## config.mk

```make
export PLATFORM = sky130hd
export DESIGN_NAME = bfa_div
export DESIGN_NICKNAME = d
export VERILOG_FILES = /design/src/hdl/bfa_pkg.sv /design/src/hdl/bfa_div.sv
export SDC_FILE = /design/constraint.sdc
export NUM_CORES = 1
export LEC_CHECK = 0
export ABC_CLOCK_PERIOD_IN_PS = 1500
export BUFFER_PORTS_ARGS = -buffer_cell sky130_fd_sc_hd__buf_2
export CAP_MARGIN = 20
export CORE_ASPECT_RATIO = 0.8
export CORE_MARGIN = 10
export CORE_UTILIZATION = 50
export CTS_CLUSTER_SIZE = 12
export DETAILED_ROUTE_END_ITERATION = 8
export PLACE_DENSITY = 0.81
export SYNTH_ARGS = -nofsm -noshare
export SYNTH_HDL_FRONTEND = slang
export SYNTH_SLANG_ARGS = --single-unit
```

## constraint.sdc

```tcl
create_clock -name clk -period 1.5 [get_ports clk]
set_input_delay 0.075 -clock clk [delete_from_list [all_inputs] [get_ports clk]]
set_output_delay 0.075 -clock clk [all_outputs]
set_load 0.03 [all_outputs]
```

## src/hdl/bfa_pkg.sv

```systemverilog
// ----------------------------------------------------------------------------
// bfa_pkg
// Shared types and codes of the best-fit block allocator.
// ----------------------------------------------------------------------------
`default_nettype none

package bfa_pkg;

	localparam int DIV_W   = 17;

	localparam logic OP_ALLOC = 1'b0;
	localparam logic OP_FREE  = 1'b1;

	localparam logic [1:0] ST_DONE    = 2'd0;
	localparam logic [1:0] ST_NOFIT   = 2'd1;
	localparam logic [1:0] ST_IGNORED = 2'd2;

	typedef enum logic [3:0] {
		S_CLR,
		S_IDLE,
		S_DIV,
		S_SCAN_RD,
		S_SCAN_EV,
		S_NB_L,
		S_NB_R,
		S_NB_C,
		S_WR,
		S_DONE
	} bfa_state_t;

	localparam logic [2:0] WS_LAST = 3'd5;

endpackage

`default_nettype wire

```

## src/hdl/bfa_div.sv

```systemverilog
// ----------------------------------------------------------------------------
// bfa_div
// Divide by the block size through a rounded-up reciprocal; dividend, quotient and remainder are registered in turn.
// ----------------------------------------------------------------------------
`default_nettype none

module bfa_div
	import bfa_pkg::*;
#(
	parameter int BLOCK_BYTES = 32
) (
	input  wire logic                              clk,
	input  wire logic                              arst_n,
	input  wire logic                              start,
	input  wire logic [DIV_W-1:0]                  dividend,
	output logic                                   done,
	output logic [DIV_W-1:0]                       quot,
	output logic [$clog2(BLOCK_BYTES)+1-1:0]       rem
);

	// shift of DIV_W + ceil(log2 B) keeps the quotient exact for any dividend
	localparam int SH = DIV_W + $clog2(BLOCK_BYTES);
	localparam int MW = DIV_W + 2;
	localparam int PW = DIV_W + MW;
	localparam int RW = $clog2(BLOCK_BYTES) + 1;
	localparam logic [MW-1:0] RECIP =
		MW'(((64'd1 << SH) + 64'(BLOCK_BYTES) - 64'd1) / 64'(BLOCK_BYTES));

	logic [DIV_W-1:0] x_q;
	logic             run_q;
	logic [DIV_W-1:0] q_s1;
	logic             vld_s1;
	logic [RW-1:0]    r_s2;
	logic             vld_s2;
	logic [PW-1:0]    prod;
	logic [DIV_W-1:0] quot_c;
	logic [DIV_W-1:0] back;
	logic [DIV_W-1:0] r_full;

	assign prod   = {{MW{1'b0}}, x_q} * {{DIV_W{1'b0}}, RECIP};
	assign quot_c = DIV_W'(prod >> SH);
	assign back   = q_s1 * DIV_W'(BLOCK_BYTES);
	assign r_full = x_q - back;

	always_ff @(posedge clk or negedge arst_n) begin
		if (!arst_n) begin
			run_q  <= 1'b0;
			vld_s1 <= 1'b0;
			vld_s2 <= 1'b0;
		end else begin
			run_q  <= start;
			vld_s1 <= run_q;
			vld_s2 <= vld_s1;
		end
	end

	always_ff @(posedge clk) begin
		if (start) begin
			x_q <= dividend;
		end
		if (run_q) begin
			q_s1 <= quot_c;
		end
		if (vld_s1) begin
			r_s2 <= r_full[RW-1:0];
		end
	end

	assign done = vld_s2;
	assign quot = q_s1;
	assign rem  = r_s2;

endmodule

`default_nettype wire

```

==> results.sh <==
export IMPL_status="finished, final reports clean"
export IMPL_startpoint_type="flip-flop"
export IMPL_cts_buffers=5
export IMPL_seq_area_um2=1130
export IMPL_cts_buffer_depth=2
export IMPL_yosysSeqAreaShare_pct=95.7
export IMPL_synthSimpleGateAreaFrac_pct=0
export IMPL_ir_worst_vdd_mv=0.879
export IMPL_multiInputGateArea_um2=27.5
export IMPL_drc_errors=0
export IMPL_routabilityCongestion=0.627
export IMPL_synth_area_top_cells="edfxtp_1 (89%), dfrtp_1 (6.4%), buf_4 (3.2%)"
export IMPL_end_kind="flip-flop"
export IMPL_antenna_left=0
export IMPL_final_hold_violation_count=0
export IMPL_slew_viol_final=0
export IMPL_path_max_fanout=13
export IMPL_numPortBuffers=38
export IMPL_firstDrtPassIters=4
export IMPL_yosysUniqueCellTypes=5
export IMPL_synth_cells=45
export IMPL_required_ns=1.47
export IMPL_vias=580
export IMPL_crit_type="reg2reg"
export IMPL_antenna_found_initial=0
export IMPL_ys_warn_count=0
export IMPL_fin_crit_sh_pct=67.1
export IMPL_hold_class="in2async"
export IMPL_nNetsFinal=127
export IMPL_grt_pass1_wl_mm=3.13
export IMPL_rows=15
export IMPL_layout_drive_gt1_share_pct=41.7
export IMPL_synthXorXnorAreaFrac_pct=0.745
export IMPL_ys_seq_elements=38
export IMPL_crit_arrival_ns=0.98
export IMPL_wire_per_inst_um=15.3
export IMPL_powerDensity_nw_per_um2=1250
export IMPL_die_y_um=63.4
export IMPL_via_per_inst=4.36
export IMPL_leakage_nw=0.658
export IMPL_die_area_um2=4700
export IMPL_grt_pass1_vias=676
export IMPL_synth_compound_area_share_pct=0
export IMPL_fin_skew_ns=0.00568
export IMPL_grt_overflow_total=0
export IMPL_core_area_um2=2200
export IMPL_clock_latency_ns=0.32
export IMPL_num_antenna_cells=0
export IMPL_start_util_pct=53.6
export IMPL_yosysTopAreaCellShare_pct=89.4
export IMPL_cts_tree="built"
export IMPL_p_total_mw=2.02
export IMPL_clock_root_buffer="clkbuf_4"
export IMPL_synthMuxAreaShare_pct=0
export IMPL_drtIter0Drc=16
export IMPL_syn_area_um2=1180
export IMPL_clock_sinks=38
export IMPL_cap_violations=0
export IMPL_clk_pin_slew_ns=0.10
export IMPL_synth_top_area_cell="edfxtp_1"
export IMPL_die_w_um=74.2
export IMPL_synth_fa_ha_area_share_pct=0
export IMPL_setup_viol=0
export IMPL_fmax_ghz=0.993
export IMPL_cts_resized=0
export IMPL_fin_tns_setup_ns=0
export IMPL_period_minus_slack_ns=1.01
export IMPL_grt_max_degree=19
export IMPL_grt_use_total_pct=9.00
export IMPL_htreeDepth=2
export IMPL_synth_top_family_by_area="buffers and inverters"
export IMPL_num_fill_cells=115
export IMPL_rsz0062_at_grt="false"
export IMPL_synth_area_per_cell_um2=26.1
export IMPL_routed_wl_mm=2.03
export IMPL_area_growth_pct=37.3
export IMPL_io_pins=44
[sequential cells by signal, summed over array words and instances, names as in the netlist]
register,flops
done,1
quot,12
rem,6
run_q,1
vld_s1,1
x_q,17
[power by group]
group	internal, mW	switching, mW	total (mW)	leakage (nW)
registers	1.25	0.0310	1.28	0.378
logic	0.0776	0.145	0.222	0.245
clock network	0.227	0.285	0.513	0.0353
total	1.56	0.461	2.02	0.658
[area by class of cell]
class	instances	share of cell area, %
clock buffer	7	3.41
clock inverter	1	0.310
multi-input combinational	6	1.70
sequential	38	69.7
tap	25	1.94
timing repair buffer	56	22.9
[placed cells by master, fill, tap and decap left out]
cell type | netlist | final
conb_1 | 1 | 5
clkbuf_1 | 0 | 1
dfrtp_1 | 3 | 3
dlygate4sd3_1 | 0 | 18
buf_2 | 0 | 38
xor2_1 | 1 | 1
clkbuf_8 | 0 | 1
clkinv_2 | 0 | 1
clkbuf_4 | 0 | 5
edfxtp_1 | 35 | 35
[path summary, 6_finish.rpt]
path,slack [ns],startpoint,depth (start not counted),endpoint
max in group asynchronous,1.33,arst_n,2,vld_s1
worst max-delay path,0.49,run_q,0,quot[5]
worst min register to register,0.43,x_q[13],0,quot[8]
min in group clk,0.08,start,1,run_q
worst min-delay path,0.06,arst_n,2,done
worst max register to register,0.49,run_q,0,quot[5]
[cell usage after synthesis (all sizes together)]
| cell | count |
|---|---|
| conb | 1 |
| buf | 5 |
| xor2 | 1 |
| edfxtp | 35 |
| dfrtp | 3 |
[routing by layer]
metal	track usage, %	wire (um)	part of all wire [%]	vias to the layer above
met5	0	0	0	-
met4	3.42	16	0.79	0
met1	7.85	691	34	264
li1	-	-	-	287
met3	6.57	231	11	4
met2	15.3	1100	54	25
[metrics by stage]
stage	util [%]	instances	cell area, um^2	hold slack (ns)	setup slack (ns)
floorplan	-	49	1190	-0.221	0.509
finish	73.6	133	1620	0.0598	0.493
detailed placement	62.6	107	1380	-0.124	0.477
CTS	73.6	133	1620	0.0479	0.466
global route	73.6	133	1620	0.0534	0.428
global placement	62.6	107	1380	-0.126	0.536
[cells by family (layout without fill, tap and decap cells)]
logic type             Yosys count  after routing
buffers and inverters            5             64
XOR/XNOR                         1              1
flip-flops                      38             38
other                            1              5
[timing repair]
item / CTS / global route
endpoints found under the hold margin: 20 / 0
hold buffers: 18 / 0
buffers inserted: 0 / 0
setup endpoints to repair: 0 / 0
Note: power is estimated with default switching activity, not from simulation.
